`src/rtl/peer_heartbeat_monitor_macros.svh`:
```
// assertion macros used by the monitor rtl (phm_ctrl)
`ifndef PEER_HEARTBEAT_MONITOR_MACROS_SVH
`define PEER_HEARTBEAT_MONITOR_MACROS_SVH

// same-cycle implication, checked outside reset
`define PHM_ASSERT_IMPLY(label, clk, rstn, ante, cons, msg) \
    label: assert property (@(posedge clk) disable iff (!rstn) (ante) |-> (cons)) \
        else $error(msg);

// next-cycle implication, checked outside reset
`define PHM_ASSERT_NEXT(label, clk, rstn, ante, cons, msg) \
    label: assert property (@(posedge clk) disable iff (!rstn) (ante) |=> (cons)) \
        else $error(msg);

`endif

```
`src/rtl/phm_pkg.sv`:
```
`default_nettype none

package phm_pkg;

    localparam int MAX_PEERS = 16;
    localparam int SLOT_W    = $clog2(MAX_PEERS);
    localparam int COUNT_W   = $clog2(MAX_PEERS + 1);

    localparam logic [7:0] HDR_MARK_A = 8'hFF;
    localparam logic [7:0] HDR_MARK_B = 8'h7E;

    localparam logic [1:0] MODE_TICK   = 2'd0;
    localparam logic [1:0] MODE_PACKET = 2'd1;
    localparam logic [1:0] MODE_LOAD   = 2'd2;

    localparam logic [1:0] KIND_ACK    = 2'd0;
    localparam logic [1:0] KIND_RECONN = 2'd1;
    localparam logic [1:0] KIND_TICK   = 2'd2;

    localparam int         CFG_INDEX_W        = 1;
    localparam logic [0:0] REG_KEEPALIVE      = 1'd0;
    localparam logic [0:0] REG_PEER_COUNT     = 1'd1;

    // input item, packed to match the low bits of s_tdata
    typedef struct packed {
        logic [7:0]        subsystem;
        logic [SLOT_W-1:0] entry_index;
        logic [31:0]       source_ip;
        logic [15:0]       frame;
        logic [7:0]        byte1;
        logic [7:0]        byte0;
    } item_t;

    // one table entry as held in the ram
    typedef struct packed {
        logic [7:0]  code;
        logic [31:0] address;
        logic [15:0] countdown;
        logic        connected;
    } entry_t;

    typedef struct packed {
        logic [1:0]        kind;
        logic [SLOT_W-1:0] slot;
        logic [7:0]        code;
        logic [31:0]       address;
        logic              connected;
        logic              changed;
        logic [15:0]       frame;
        logic              last;
    } result_t;

    // ram access from the sequencer
    typedef struct packed {
        logic              we;
        logic [SLOT_W-1:0] waddr;
        entry_t            wdata;
        logic [SLOT_W-1:0] raddr;
    } ram_req_t;

endpackage

`default_nettype wire

```
`src/rtl/phm_ram.sv`:
```
`default_nettype none

module phm_ram #(
    parameter int WIDTH = 8,
    parameter int DEPTH = 16
) (
    input  wire logic                     clk,
    input  wire logic                     we,
    input  wire logic [$clog2(DEPTH)-1:0] waddr,
    input  wire logic [WIDTH-1:0]         wdata,
    input  wire logic [$clog2(DEPTH)-1:0] raddr,
    output logic      [WIDTH-1:0]         rdata
);

    logic [WIDTH-1:0] mem [DEPTH];
    logic [WIDTH-1:0] rdata_reg;

    always_ff @(posedge clk)
    begin
        if (we)
        begin
            mem[waddr] <= wdata;
        end
        rdata_reg <= mem[raddr];
    end

    assign rdata = rdata_reg;

endmodule

`default_nettype wire

```
`src/rtl/phm_obuf.sv`:
```
`default_nettype none

module phm_obuf
    import phm_pkg::*;
(
    input  wire logic    clk,
    input  wire logic    rst_n,
    input  wire logic    push,
    input  wire result_t push_data,
    output logic         free,
    output logic         m_tvalid,
    input  wire logic    m_tready,
    output logic [63:0]  m_tdata,  // peer_slot, peer_code, peer_address, is_connected,
                                   // status_changed, ack_frame, zero fill
    output logic [1:0]   m_tuser,  // kind
    output logic         m_tlast
);

    logic    valid_reg;
    logic    valid_next;
    result_t data_reg;

    assign free = !valid_reg || m_tready;

    always_comb
    begin
        valid_next = valid_reg;
        if (push)
        begin
            valid_next = 1'b1;
        end
        else if (m_tready)
        begin
            valid_next = 1'b0;
        end
    end

    always_ff @(posedge clk or negedge rst_n)
    begin
        if (!rst_n)
        begin
            valid_reg <= 1'b0;
        end
        else
        begin
            valid_reg <= valid_next;
        end
    end

    always_ff @(posedge clk)
    begin
        if (push)
        begin
            data_reg <= push_data;
        end
    end

    assign m_tvalid = valid_reg;
    assign m_tuser  = data_reg.kind;
    assign m_tlast  = data_reg.last;
    assign m_tdata  = {2'b00, data_reg.frame, data_reg.changed, data_reg.connected,
                       data_reg.address, data_reg.code, data_reg.slot};

endmodule

`default_nettype wire

```
`src/rtl/phm_ctrl.sv`:
```
`default_nettype none

`include "peer_heartbeat_monitor_macros.svh"

module phm_ctrl
    import phm_pkg::*;
(
    input  wire logic         clk,
    input  wire logic         rst_n,
    input  wire logic         in_valid,
    output logic              in_ready,
    input  wire logic [1:0]   in_mode,
    input  wire item_t        in_item,
    input  wire logic [15:0]  keepalive_ticks,
    input  wire logic [4:0]   peer_count,
    output ram_req_t          ram_req,
    input  wire entry_t       ram_rdata,
    input  wire logic         out_free,
    output logic              push,
    output result_t           push_data
);

    localparam logic [1:0] ST_IDLE = 2'd0;
    localparam logic [1:0] ST_RD   = 2'd1;
    localparam logic [1:0] ST_PR   = 2'd2;
    localparam logic [1:0] ST_ACK  = 2'd3;

    logic [1:0]         state_reg;
    logic [1:0]         state_next;
    logic [SLOT_W-1:0]  idx_reg;
    logic [SLOT_W-1:0]  idx_next;
    logic [COUNT_W-1:0] count_reg;
    logic [COUNT_W-1:0] count_next;
    logic               walk_tick_reg;
    logic               walk_tick_next;
    logic [31:0]        ip_reg;
    logic [31:0]        ip_next;
    logic [15:0]        frame_reg;
    logic [15:0]        frame_next;

    logic [COUNT_W-1:0] n_valid;
    logic               accept;
    logic               warn;
    logic               idx_last;
    logic               match;
    entry_t             upd;

    assign n_valid  = (peer_count > 5'(MAX_PEERS))
                      ? COUNT_W'(MAX_PEERS) : COUNT_W'(peer_count);
    assign in_ready = (state_reg == ST_IDLE);
    assign accept   = in_valid && in_ready;
    assign warn     = ((in_item.byte0 == HDR_MARK_A) && (in_item.byte1 == HDR_MARK_B)) ||
                      ((in_item.byte0 == HDR_MARK_B) && (in_item.byte1 == HDR_MARK_A));
    assign idx_last = (COUNT_W'(idx_reg) + COUNT_W'(1)) == count_reg;
    assign match    = (ram_rdata.address == ip_reg);

    always_comb
    begin
        state_next     = state_reg;
        idx_next       = idx_reg;
        count_next     = count_reg;
        walk_tick_next = walk_tick_reg;
        ip_next        = ip_reg;
        frame_next     = frame_reg;
        upd            = ram_rdata;
        ram_req.we     = 1'b0;
        ram_req.waddr  = idx_reg;
        ram_req.wdata  = ram_rdata;
        ram_req.raddr  = idx_reg;
        push           = 1'b0;
        push_data      = '0;

        case (state_reg)
            ST_IDLE:
            begin
                if (accept)
                begin
                    idx_next   = '0;
                    count_next = n_valid;
                    ip_next    = in_item.source_ip;
                    frame_next = in_item.frame;
                    case (in_mode)
                        MODE_TICK:
                        begin
                            walk_tick_next = 1'b1;
                            if (n_valid != '0)
                            begin
                                state_next = ST_RD;
                            end
                        end
                        MODE_PACKET:
                        begin
                            walk_tick_next = 1'b0;
                            if (warn)
                            begin
                                state_next = ST_ACK;
                            end
                            else if ((in_item.byte0 == HDR_MARK_A) && (n_valid != '0))
                            begin
                                state_next = ST_RD;
                            end
                        end
                        MODE_LOAD:
                        begin
                            if (COUNT_W'(in_item.entry_index) < COUNT_W'(MAX_PEERS))
                            begin
                                ram_req.we                = 1'b1;
                                ram_req.waddr             = in_item.entry_index;
                                ram_req.wdata.code        = in_item.subsystem;
                                ram_req.wdata.address     = in_item.source_ip;
                                ram_req.wdata.countdown   = keepalive_ticks;
                                ram_req.wdata.connected   = 1'b1;
                            end
                        end
                        default:
                        begin
                            state_next = ST_IDLE;
                        end
                    endcase
                end
            end
            ST_ACK:
            begin
                if (out_free)
                begin
                    push            = 1'b1;
                    push_data.kind  = KIND_ACK;
                    push_data.frame = frame_reg;
                    push_data.last  = 1'b1;
                    state_next      = ST_IDLE;
                end
            end
            ST_RD:
            begin
                // read data for idx_reg arrives in the next cycle
                state_next = ST_PR;
            end
            ST_PR:
            begin
                if (walk_tick_reg)
                begin
                    if (ram_rdata.countdown != 16'd0)
                    begin
                        upd.countdown = ram_rdata.countdown - 16'd1;
                    end
                    else
                    begin
                        upd.connected = 1'b0;
                    end
                    if (out_free)
                    begin
                        ram_req.we          = 1'b1;
                        ram_req.wdata       = upd;
                        push                = 1'b1;
                        push_data.kind      = KIND_TICK;
                        push_data.slot      = idx_reg;
                        push_data.code      = ram_rdata.code;
                        push_data.address   = ram_rdata.address;
                        push_data.connected = upd.connected;
                        push_data.changed   = ram_rdata.connected && !upd.connected;
                        push_data.last      = idx_last;
                        idx_next            = idx_reg + SLOT_W'(1);
                        state_next          = idx_last ? ST_IDLE : ST_RD;
                    end
                end
                else if (match)
                begin
                    upd.countdown = keepalive_ticks;
                    upd.connected = 1'b1;
                    if (ram_rdata.connected || out_free)
                    begin
                        ram_req.we    = 1'b1;
                        ram_req.wdata = upd;
                        state_next    = ST_IDLE;
                        if (!ram_rdata.connected)
                        begin
                            push                = 1'b1;
                            push_data.kind      = KIND_RECONN;
                            push_data.slot      = idx_reg;
                            push_data.code      = ram_rdata.code;
                            push_data.address   = ram_rdata.address;
                            push_data.connected = 1'b1;
                            push_data.changed   = 1'b1;
                            push_data.last      = 1'b1;
                        end
                    end
                end
                else
                begin
                    idx_next   = idx_reg + SLOT_W'(1);
                    state_next = idx_last ? ST_IDLE : ST_RD;
                end
            end
            default:
            begin
                state_next = ST_IDLE;
            end
        endcase
    end

    always_ff @(posedge clk or negedge rst_n)
    begin
        if (!rst_n)
        begin
            state_reg <= ST_IDLE;
            idx_reg   <= '0;
            count_reg <= '0;
        end
        else
        begin
            state_reg <= state_next;
            idx_reg   <= idx_next;
            count_reg <= count_next;
        end
    end

    always_ff @(posedge clk)
    begin
        walk_tick_reg <= walk_tick_next;
        ip_reg        <= ip_next;
        frame_reg     <= frame_next;
    end

    `PHM_ASSERT_IMPLY(a_push_state, clk, rst_n, push,
        (state_reg == ST_PR) || (state_reg == ST_ACK), "result pushed outside a result state")
    `PHM_ASSERT_IMPLY(a_push_free, clk, rst_n, push, out_free,
        "result pushed into a full output stage")
    `PHM_ASSERT_IMPLY(a_idx_range, clk, rst_n, (state_reg == ST_RD) || (state_reg == ST_PR),
        COUNT_W'(idx_reg) < count_reg, "walk index beyond valid entries")
    `PHM_ASSERT_NEXT(a_rd_to_pr, clk, rst_n, state_reg == ST_RD, state_reg == ST_PR,
        "read not followed by processing")

endmodule

`default_nettype wire

```
`src/rtl/peer_heartbeat_monitor.sv`:
```
// peer heartbeat monitor: keeps a 16-entry peer table (subsystem code, ipv4
// address, tick countdown, connected flag) in a single-port-write ram with a
// registered read, and works on one input transfer at a time. a load writes
// its entry in the cycle it is accepted. a tick walks entries 0 to
// min(peer_count,16)-1, each a ram read, then update, write-back and result,
// so it holds the input until the last entry is done, longer under output
// back-pressure. a keepalive frame searches the same way and stops at the
// first address match. a warning frame moves to an ack state, which pushes
// the ack into the output register once that register is free; the register
// then drives it on the result stream. the read/write pair per entry and
// output back-pressure set the rate; no two accesses to one entry ever overlap.
// results pass through a one-deep output register, so a new input transfer can
// be taken while a result waits.
// s_tuser carries the mode (0 tick, 1 packet, 2 load); m_tuser carries the
// result kind (0 warning ack, 1 reconnection, 2 tick keepalive report) and
// m_tlast marks the final result of an input item. configuration writes
// (register 0 keepalive_ticks, register 1 peer_count) belong in idle periods.
`default_nettype none

module peer_heartbeat_monitor
    import phm_pkg::*;
(
    input  wire logic                   clk,
    input  wire logic                   rst_n,
    // input stream
    input  wire logic                   s_tvalid,
    output logic                        s_tready,
    input  wire logic [79:0]            s_tdata,  // header_byte0, header_byte1, frame_field,
                                                  // source_ip, entry_index, entry_subsystem,
                                                  // zero fill
    input  wire logic [1:0]             s_tuser,  // mode
    // result stream
    output logic                        m_tvalid,
    input  wire logic                   m_tready,
    output logic [63:0]                 m_tdata,  // peer_slot, peer_code, peer_address,
                                                  // is_connected, status_changed, ack_frame,
                                                  // zero fill
    output logic [1:0]                  m_tuser,  // kind
    output logic                        m_tlast,
    // configuration writes
    input  wire logic                   cfg_we,
    input  wire logic [CFG_INDEX_W-1:0] cfg_index,
    input  wire logic [15:0]            cfg_data
);

    logic [15:0] keepalive_ticks_reg;
    logic [4:0]  peer_count_reg;

    item_t       item;
    ram_req_t    ram_req;
    entry_t      ram_rdata;
    logic        out_free;
    logic        push;
    result_t     push_data;

    // configuration registers; writing them only while the block is idle is up to the user, unchecked by the block
    always_ff @(posedge clk or negedge rst_n)
    begin
        if (!rst_n)
        begin
            keepalive_ticks_reg <= 16'd3;
            peer_count_reg      <= 5'd0;
        end
        else if (cfg_we)
        begin
            case (cfg_index)
                REG_KEEPALIVE:  keepalive_ticks_reg <= cfg_data;
                REG_PEER_COUNT: peer_count_reg      <= cfg_data[4:0];
                default:        peer_count_reg      <= peer_count_reg;
            endcase
        end
    end

    // unpack the input transfer, upper fill bits unused
    assign item = item_t'(s_tdata[$bits(item_t)-1:0]);

    // sequencer: load writes, tick walk and keepalive search
    phm_ctrl u_ctrl (
        .clk             (clk),
        .rst_n           (rst_n),
        .in_valid        (s_tvalid),
        .in_ready        (s_tready),
        .in_mode         (s_tuser),
        .in_item         (item),
        .keepalive_ticks (keepalive_ticks_reg),
        .peer_count      (peer_count_reg),
        .ram_req         (ram_req),
        .ram_rdata       (ram_rdata),
        .out_free        (out_free),
        .push            (push),
        .push_data       (push_data)
    );

    // peer table
    phm_ram #(
        .WIDTH ($bits(entry_t)),
        .DEPTH (MAX_PEERS)
    ) u_table (
        .clk   (clk),
        .we    (ram_req.we),
        .waddr (ram_req.waddr),
        .wdata (ram_req.wdata),
        .raddr (ram_req.raddr),
        .rdata (ram_rdata)
    );

    // output register between the sequencer and the result stream
    phm_obuf u_obuf (
        .clk       (clk),
        .rst_n     (rst_n),
        .push      (push),
        .push_data (push_data),
        .free      (out_free),
        .m_tvalid  (m_tvalid),
        .m_tready  (m_tready),
        .m_tdata   (m_tdata),
        .m_tuser   (m_tuser),
        .m_tlast   (m_tlast)
    );

endmodule

`default_nettype wire
```
`config.mk`:
```
export PLATFORM = sky130hd
export DESIGN_NAME = peer_heartbeat_monitor
export DESIGN_NICKNAME = d
export VERILOG_FILES = /design/src/rtl/phm_pkg.sv /design/src/rtl/phm_ram.sv /design/src/rtl/phm_obuf.sv /design/src/rtl/phm_ctrl.sv /design/src/rtl/peer_heartbeat_monitor.sv
export VERILOG_INCLUDE_DIRS = /design/src /design/src/rtl
export SDC_FILE = /design/constraint.sdc
export NUM_CORES = 1
export LEC_CHECK = 0
export BUFFER_PORTS_ARGS = -buffer_cell sky130_fd_sc_hd__buf_2
export CORE_UTILIZATION = 35
export DETAILED_ROUTE_END_ITERATION = 8
export PLACE_DENSITY = 0.55
export SLEW_MARGIN = 30
export SYNTH_ARGS = -nofsm -noshare
export SYNTH_HDL_FRONTEND = slang
export SYNTH_SLANG_ARGS = --single-unit
```
`constraint.sdc`:
```
create_clock -name clk -period 11.53 [get_ports clk]
set_input_delay 1.153 -clock clk [delete_from_list [all_inputs] [get_ports clk]]
set_output_delay 1.153 -clock clk [all_outputs]
set_load 0.03 [all_outputs]
```
After elaboration in Yosys (flattened, before gate mapping). Memory sizes are Yosys's and may differ from the RTL's. A register that Yosys moved wholly into a read port is not among the register bits. Index checks and enable logic that the tools add are counted.

Input bits: 104. Word-level logic and storage cells: 120. Flip-flop bits (word level): 147. Memory bits (writable): 912. Memories: 1. Output and inout port bits: 69.

Memories: u_table.mem (depth 16, width 57, read ports 1, clocked after Yosys merged registers in 1, write ports 1, RTL line phm_ram.sv:15) `logic [WIDTH-1:0] mem [DEPTH];`.

Bitwise operators: 1. Equality and inequality tests: 19. $add $sub $neg: 3. Reductions and logical operators: 24. Order comparisons: 1. Multiplexer cells: 54.

Operator list (number): $mux 48 (4); $mux 62 (2); $pmux 57 s2 (1); $mux 17 (4); $mux 47 (1); $eq 32x32->1 (1); $mux 4 (5); $mux 1 (19); $mux 2 (9); $eq 8x7->1 const B (2); $eq 8x8->1 const B (2); $mux 16 (1); $reduce_bool 16->1 (1); $sub 16x1->16 const B (1); $pmux 1 s2 (4); $pmux 2 s4 (1); $pmux 4 s2 (1); $reduce_and 2->1 (4); $reduce_and 7->1 (1); $eq 2x2->1 const B (3); $ne 3x2->1 const B (2); $pmux 2 s3 (1); $reduce_bool 2->1 (3); $add 4x1->5 const B (1); other kinds (18) (28).

Depth between registers and ports, before layout. Gate-level depths: netlist (run 1).

Depth in word-level cells: 9. Mapped depth: 9. Mapped depth without buffers: 8.

By module. A second synthesis (run 1) with hierarchy kept.

Cells, all modules: 2133. Area, all modules: 42722.2 µm².

Modules (own cells, without submodules): phm_ram (sequential area each 28527.4 µm², cells each 1470, area each 35252.6 µm², times used 1); phm_ctrl (sequential area each 1746.7 µm², cells each 546, area each 4600.7 µm², times used 1); phm_obuf (sequential area each 1976.9 µm², cells each 71, area each 2018.2 µm², times used 1); peer_heartbeat_monitor (sequential area each 528.0 µm², cells each 46, area each 850.8 µm², times used 1).

Least setup slack after synthesis (run 1). No wires, ideal clock.

Kind: input-to-reg. Start: input s_tvalid. End: memory u_table.mem[12][0] in the netlist's numbering, enable pin. Stages on the path: 7. Path slack: 2.406 ns. Required time: 10.918 ns. Path buffers: 1. Setup time: 0.612 ns. Arrival: 8.512 ns. Cell sequence: nand2_1 > inv_1 > nand2_2 > buf_2 > nor3_1 > a31oi_1 > nor4_1.

Cells in the longest elaborated chain, start to end: 5. Elaborated cells between the ends (all ways): 6. Classes of those cells: mux: 5; reduce/logical: 1.

RTL lines: start, declared (RTL line peer_heartbeat_monitor.sv:26) `input wire logic s_tvalid,`; $logic_and 1x1->1 * (RTL line phm_ctrl.sv:51) `assign accept = in_valid && in_ready;`; $mux 62 * (RTL line phm_ctrl.sv:76) `if (accept)`; $pmux 1 s2 (RTL line phm_ctrl.sv:73) `case (state_reg)`; $mux 1 (RTL line phm_ram.sv:20) `if (we)`; $mux 1 (implied by the code) (RTL line phm_ram.sv:22) `mem[waddr] <= wdata;`; end, declared (RTL line phm_ram.sv:15).

Mark *: on every way between the ends. The rest lies on a longest branch, timed or not.

Worst setup path after layout (run 1).
Start: register u_ctrl.ip_reg[7]. End: memory u_table.mem[8][15] in the netlist's numbering, enable pin.

Cells in the longest elaborated chain, start to end: 6.

RTL lines: start, declared (RTL line phm_ctrl.sv:36) `logic [31:0] ip_reg;`; start signal, assigned (RTL line phm_ctrl.sv:220) `ip_reg <= ip_next;`; $eq 32x32->1 (RTL line phm_ctrl.sv:55) `assign match = (ram_rdata.address == ip_reg);`; $mux 1 (RTL line phm_ctrl.sv:166) `else if (match)`; $mux 1 (RTL line phm_ctrl.sv:140) `if (walk_tick_reg)`; $pmux 1 s2 (RTL line phm_ctrl.sv:73); $mux 1 (RTL line phm_ram.sv:20); $mux 1 (implied by the code) (RTL line phm_ram.sv:22).

Every way passes these cells.

==> impl_results.md, run 1 <==
- Outcome: finished clean
- Dpl hpwl: 55.3 mm
- CP Launch Type: flop
- Tot GR Track Use: 16.6%
- Post-CTS setup buffer count: 0
- Max reg flops: 912
- Die Span X: 351 um
- Slowest CP cell: nand4_2
- Area delta synth->final: 16.6%
- Achievable Freq: 0.203 GHz
- Final Cell Area: 49,800 um2
- Area leader, netlist: edfxtp_1
- Synthesized area: 42,700 um2
- DRC Markers: 0
- Worst path max stage delay: 0.69 ns
- Max-cap violations: 0
- Final Max Slew Viols: 0
- Top cells by count, synth: 1,026 x edfxtp_1, 285 x mux4_2, 147 x nand2_1
- RR Startpoint: u_ctrl.ip_reg[7]$_DFFE_PP_
- Sequential share of the synthesized area: 76.7%
- Worst Path Max Fanout: 32
- Worst setup startpoint: u_ctrl.ip_reg[7]$_DFFE_PP_
- CTS root buf: clkbuf_16
- P_leak: 15.9 nW
- FP Rows: 127
- Cells along the critical path: xor2_1, nor4_2, nand4_2, nor2_1, a211oi_2, buf_4, nor4_2, buf_4, buf_4
- Final nets: 2,366
- Top cell by count, worst path: buf_4
- RSZ-0062 raised after global routing: false
- Synth top area share: 72.1%
- Avg Cell Area, Syn: 21.2 um2
- Syn. warnings: 0
- Final setup violation count: 0
- Final worst path period share: 42.7%
- CTS buffer count: 114
- Crit path time final: 4.92 ns
- Arrival time worst endpoint: 5.21 ns
- Pre-Repair DR Iteration Count: 5
- Pin count of the biggest net entering global routing: 102
- Crit. End Element: flop
- EDFF count, synth: 1,026
- Die ar.: 124,000 um2
- Hold slack: 0.510 ns
- Initial Util: 35.5%
- Post-DRT Antenna Nets: 0
- Post-synthesis sequential element count: 1,116
- Count leader, synth: edfxtp_1
- Crit path required time: 11.82 ns
- Slew @ Worst Pin: 1.02 ns
- Wire length per cell: 25.6 um
- I/O Buffers: 166
- Clock transition at the registers of the reported paths: 0.06 ns
- FILL cells: 10,500
- Vias in the first global route: 21,500
- Worst-Skew Late Latency: 0.71 ns
- Post-synthesis cell count: 2,013
- Worst Skew: 0.0554 ns
- Type of the tightest min-delay check: reg -> reg
- Pre-CTS setup slack: 6.16 ns
- Core ar.: 120,000 um2
- Largest cells by area after synthesis: edfxtp_1 72%, mux4_2 15%, dfxtp_1 2.7%
- Synth cell types: 72
- Total gr overflow: 0
- Setup Crit Path Kind: reg -> reg
- Worst hold path startpoint: u_ctrl.count_reg[3]$_DFFE_PN0P_
- Vias: 20,500
- Ports: 173
- Top FF cell, synth: edfxtp_1
- TritonCTS clock tree: built
- Routed vias/inst: 5.17
- Asr flop ratio synth: 2.96%
- Initial detailed-routing violation count: 1,811
- Chip Height: 351 um
- TNS Setup: 0 ns
- Final WL: 102 mm
- Final worst slack: 6.61 ns
- Post-CTS Resized: 0
- Clk sinks: 1,116
- Placer Congestion: 0.804
- Layout cells sized above 1: 32.1%
- Slew headroom: 31.8%
- Post-CTS Hold Buffers: 0
- Peak supply drop: 0.000126 V
- PD cells: 240 nW/um2
- Hold Violations, Final: 0
- DP Area: 45,800 um2
- First-pass GRT wire length: 147 mm
- H-tree levels: 3
- Antenna violations before repair: 12
- CTS max path bufs: 3
path summary, 6_finish.rpt:
path	end	slack, ns	cells past startpoint
max	u_table.mem[8][15]$_DFFE_PP_	6.61	9
min	u_ctrl.count_reg[3]$_DFFE_PN0P_	0.51	2
max reg2reg	u_table.mem[8][15]$_DFFE_PP_	6.61	9
min reg2reg	u_ctrl.count_reg[3]$_DFFE_PN0P_	0.51	2
max in group asynchronous	u_ctrl.idx_reg[3]$_DFFE_PN0P_	10.41	1
min in group asynchronous	keepalive_ticks_reg[6]$_DFFE_PN0P_	0.55	1
cells by family after synthesis:
family	after synthesis	share of synthesized area [%]
DFF	1116	76.7
muxes	305	15.5
and+or+nand+nor	344	4.26
xor gates and xnor gates	45	0.922
adders and majority gates	3	0.0878
AOI/OAI and AO/OA	82	1.34
other	1	0.00877
buffers and inverters	117	1.17
power by group:
group          internal [W]  switching [W]
sequential          0.00536       0.000229
combinational      0.000966        0.00156
clock               0.00233        0.00154
layout by cell type (no fill, tap or decap), types with 4 or more instances in the layout:
cell type / instances
a21oi_1: 8
a221o_1: 8
a31oi_1: 7
and2_1: 60
buf_2: 167
buf_4: 56
bufinv_16: 19
clkbuf_1: 26
clkbuf_16: 117
clkbuf_8: 5
clkinv_1: 14
clkinv_2: 20
clkinvlp_4: 6
dfrtp_1: 28
dfxtp_1: 57
edfxtp_1: 1026
inv_1: 17
mux2_2: 16
mux4_2: 285
nand2_1: 147
nand2b_1: 12
nand3_1: 7
nand4_1: 8
nor2_1: 20
nor2b_1: 5
nor3_1: 20
nor3_2: 8
nor3b_1: 4
nor4_1: 10
nor4_2: 16
o21ai_0: 23
o21ai_1: 4
or3_1: 4
xnor2_1: 5
xor2_1: 40
layout make-up:
cell class	count	area [um2]	share of cell area, %
Clock inverter	69	916	1.84
Tap cell	1612	2020	4.05
Clock buffer	148	3090	6.21
Multi-Input combinational cell	781	9600	19.3
Sequential cell	1116	32800	65.8
Antenna cell	2	5.00	0.0100
Inverter	20	77.6	0.156
Timing Repair Buffer	226	1330	2.67
per-layer routing:
metal	wire (um)	global-route usage [%]	vias to the layer above	share of wire, %
met3	6010	3.09	175	5.9
met1	44200	22.7	11000	43
li1	-	-	8759	-
met2	48800	26.9	605	48
met4	2580	5.02	20	2.5
met5	128	0	-	0.13
critical path: cells and delay by family (launching register included):
| kind | cells | cell delay (ns) |
|---|---|---|
| xor+xnor | 1 | 0.23 |
| buf+inv | 3 | 1.43 |
| flops | 1 | 0.38 |
| compound gates | 1 | 0.10 |
| simple gates | 4 | 2.27 |
through the flow:
| step | power, W | std cells | util [%] |
|---|---|---|---|
| final | 0.0120 | 3974 | 41.4 |
| after global routing | 0.0125 | 3972 | 41.4 |
| after CTS | 0.0121 | 3970 | 41.3 |
| after detailed placement | 0.00822 | 3753 | 38.0 |
| after global placement | 0.00811 | 3752 | 38.0 |
| after floorplan | 0.00735 | 2014 | - |
Power figures use the tool's default switching activity.
==> inputs of run 2 (changes only) <==
Settings changed: PLACE_DENSITY 0.55 to 0.57.
Clock period 11.53 ns to 4.3 ns, I/O delays scaled along.
==> impl_results.md, run 2 (synthesis gave the netlist of run 1 again) <==
- Chip Height: 351 um (unchanged)
- Die Span X: 351 um (unchanged)
- CP Launch Type: flop
- CTS root buf: clkbuf_16
- CTS buffer count: 112 (-1.8%)
- Crit path required time: 4.61 ns (-7.21 ns)
- Slew headroom: 35.7% (+3.8 points)
- First-pass GRT wire length: 150 mm (+1.9%)
- Vias in the first global route: 21,600 (+0.80%)
- Slew @ Worst Pin: 0.960 ns (-0.0619 ns)
- Max reg flops: 912 (unchanged)
- H-tree levels: 3 (unchanged)
- P_leak: 16.4 nW (+2.8%)
- Hold Violations, Final: 0 (unchanged)
- Post-CTS Resized: 0 (unchanged)
- I/O Buffers: 166 (unchanged)
- Pin count of the biggest net entering global routing: 82 (-20%)
- Crit. End Element: flop
- FF/Latch Area: 32,800 um2 (unchanged)
- Multi-input logic area: 9760 um2 (+1.6%)
- Arrival time worst endpoint: 3.90 ns (-1.31 ns)
- Final nets: 2,445 (+3.3%)
- Worst Skew: 0.0345 ns (-0.0209 ns)
- Clock transition at the registers of the reported paths: 0.06 ns (about the same)
- Placer Congestion: 0.792 (-1.5%)
- Worst-Skew Late Latency: 0.70 ns (about the same)
- Post-DRT Antenna Nets: 0 (unchanged)
- Pwr Total: 0.0322 W (+170%)
- CTS max path bufs: 3 (unchanged)
- FILL cells: 10,500 (-0.20%)
- Most frequent cells in the layout: 1,026 x edfxtp_1, 285 x mux4_2, 166 x buf_2
- Core ar.: 120,000 um2 (unchanged)
- Type of the tightest min-delay check: in -> reg
- Ant diodes: 0 (-2)
- Crit path time final: 3.59 ns (-1.33 ns)
- PD cells: 632 nW/um2 (+160%)
- Die ar.: 124,000 um2 (unchanged)
- Dpl hpwl: 56.8 mm (+2.7%)
- Wire length per cell: 25.5 um (-0.15%)
- Hold slack: 0.0442 ns (-0.466 ns)
- Finished Core Util: 42.3% (+0.90 points)
- Worst Path Max Fanout: 49 (+53%)
- Antenna violations before repair: 6 (-6)
- Total gr overflow: 0 (unchanged)
- Final Max Slew Viols: 0 (unchanged)
- Initial Util: 35.5% (unchanged)
- Outcome: finished clean
- Tot GR Track Use: 16.8% (+0.27 points)
- DRC Markers: 0 (unchanged)
- Vias: 20,800 (+1.2%)
- Area delta synth->final: 19.1%
- RSZ-0062 raised after global routing: false
- Ports: 173 (unchanged)
- Peak supply drop: 0.000385 V (+210%)
- Final worst path period share: 83.5% (+41 points)
- Achievable Freq: 0.279 GHz (+37%)
- Most common cell after layout, fill and taps aside: edfxtp_1
- Final WL: 103 mm (+1.8%)
- Setup Crit Path Kind: reg -> reg
- Pre-Repair DR Iteration Count: 5 (unchanged)
- Initial detailed-routing violation count: 2,101 (+16%)
- FP Rows: 127 (unchanged)
- Clk sinks: 1,116 (unchanged)
- Routed vias/inst: 5.14 (-0.67%)
- Layout cells sized above 1: 32.2% (+0.039 points)
- Max-cap violations: 0 (unchanged)
- TritonCTS clock tree: built
- Final setup violation count: 0 (unchanged)
==> run 2: cell count changes in the layout (fill, tap and decap cells not counted), sizes merged <==
cell / delta
diode: -2
clkinv: +3
dlygate4sd3: +63
buf: +16
bufinv: -3
clkbuf: -3
inv: +2
==> run 2: critical path: stages (launching register included) <==
cell      delay, ns
edfxtp_1       0.38
xor2_1         0.20
nor4_2         0.42
nand4_2        0.48
nor2_1         0.40
a211oi_4       0.18
buf_8          0.22
buf_4          0.19
nor3_4         0.25
buf_12         0.45
==> run 2: path summary, 6_finish.rpt <==
path / start / to / slack (ns) / depth (start not counted)
setup / recovery: u_ctrl.ip_reg[6]$_DFFE_PP_ / u_table.mem[7][46]$_DFFE_PP_ / 0.71 / 9
min in group asynchronous: rst_n / keepalive_ticks_reg[5]$_DFFE_PN0P_ / 0.35 / 2
hold reg to reg: u_ctrl.frame_reg[11]$_DFFE_PP_ / u_obuf.m_tdata[57]$_SDFFCE_PN0P_ / 0.52 / 1
hold / removal: s_tdata[51] / u_ctrl.ip_reg[19]$_DFFE_PP_ / 0.04 / 1
max in group asynchronous: rst_n / u_ctrl.idx_reg[3]$_DFFE_PN0P_ / 3.38 / 2
setup reg to reg: u_ctrl.ip_reg[6]$_DFFE_PP_ / u_table.mem[7][46]$_DFFE_PP_ / 0.71 / 9
==> run 2: timing repair <==
item / 4_1_cts / 5_1_grt
endpoints found under the hold margin: 98 / 0
buffers inserted: 0 / 0
hold buffers: 63 / 0
==> run 2: where the power goes <==
| group | switching (W) | internal [W] | leakage (nW) | total [W] |
|---|---|---|---|---|
| clock network | 0.00416 | 0.00594 | 1.89 | 0.0101 |
| registers | 0.000625 | 0.0144 | 10.2 | 0.0150 |
| logic | 0.00434 | 0.00275 | 4.31 | 0.00709 |
==> run 2: area by class of cell <==
class / count / share of cell area [%]
repair buffers: 307 / 4.75
flip-flops and latches: 1116 / 64.4
clock buffers: 143 / 5.91
multi-input cells: 781 / 19.2
clock inverters: 71 / 1.64
well taps: 1612 / 3.96
inverters: 20 / 0.165
==> run 2: stage by stage <==
stage	setup TNS (ns)	instances	setup WS [ns]	cell area, um2
3_5_place_dp	0	3771	0.743	46400
3_3_place_gp	0	3770	0.689	46400
4_1_cts	0	4048	0.740	50900
5_1_grt	0	4050	0.540	50900
2_1_floorplan	-499.51	2014	-1.46	42900
6_report	0	4050	0.712	50900
==> run 2: metal layers <==
metal | track usage, % | share of wire, %
met5 | 0 | 0.058
met4 | 5.39 | 2.7
met3 | 2.77 | 5.4
met2 | 27.3 | 49
met1 | 23.2 | 43
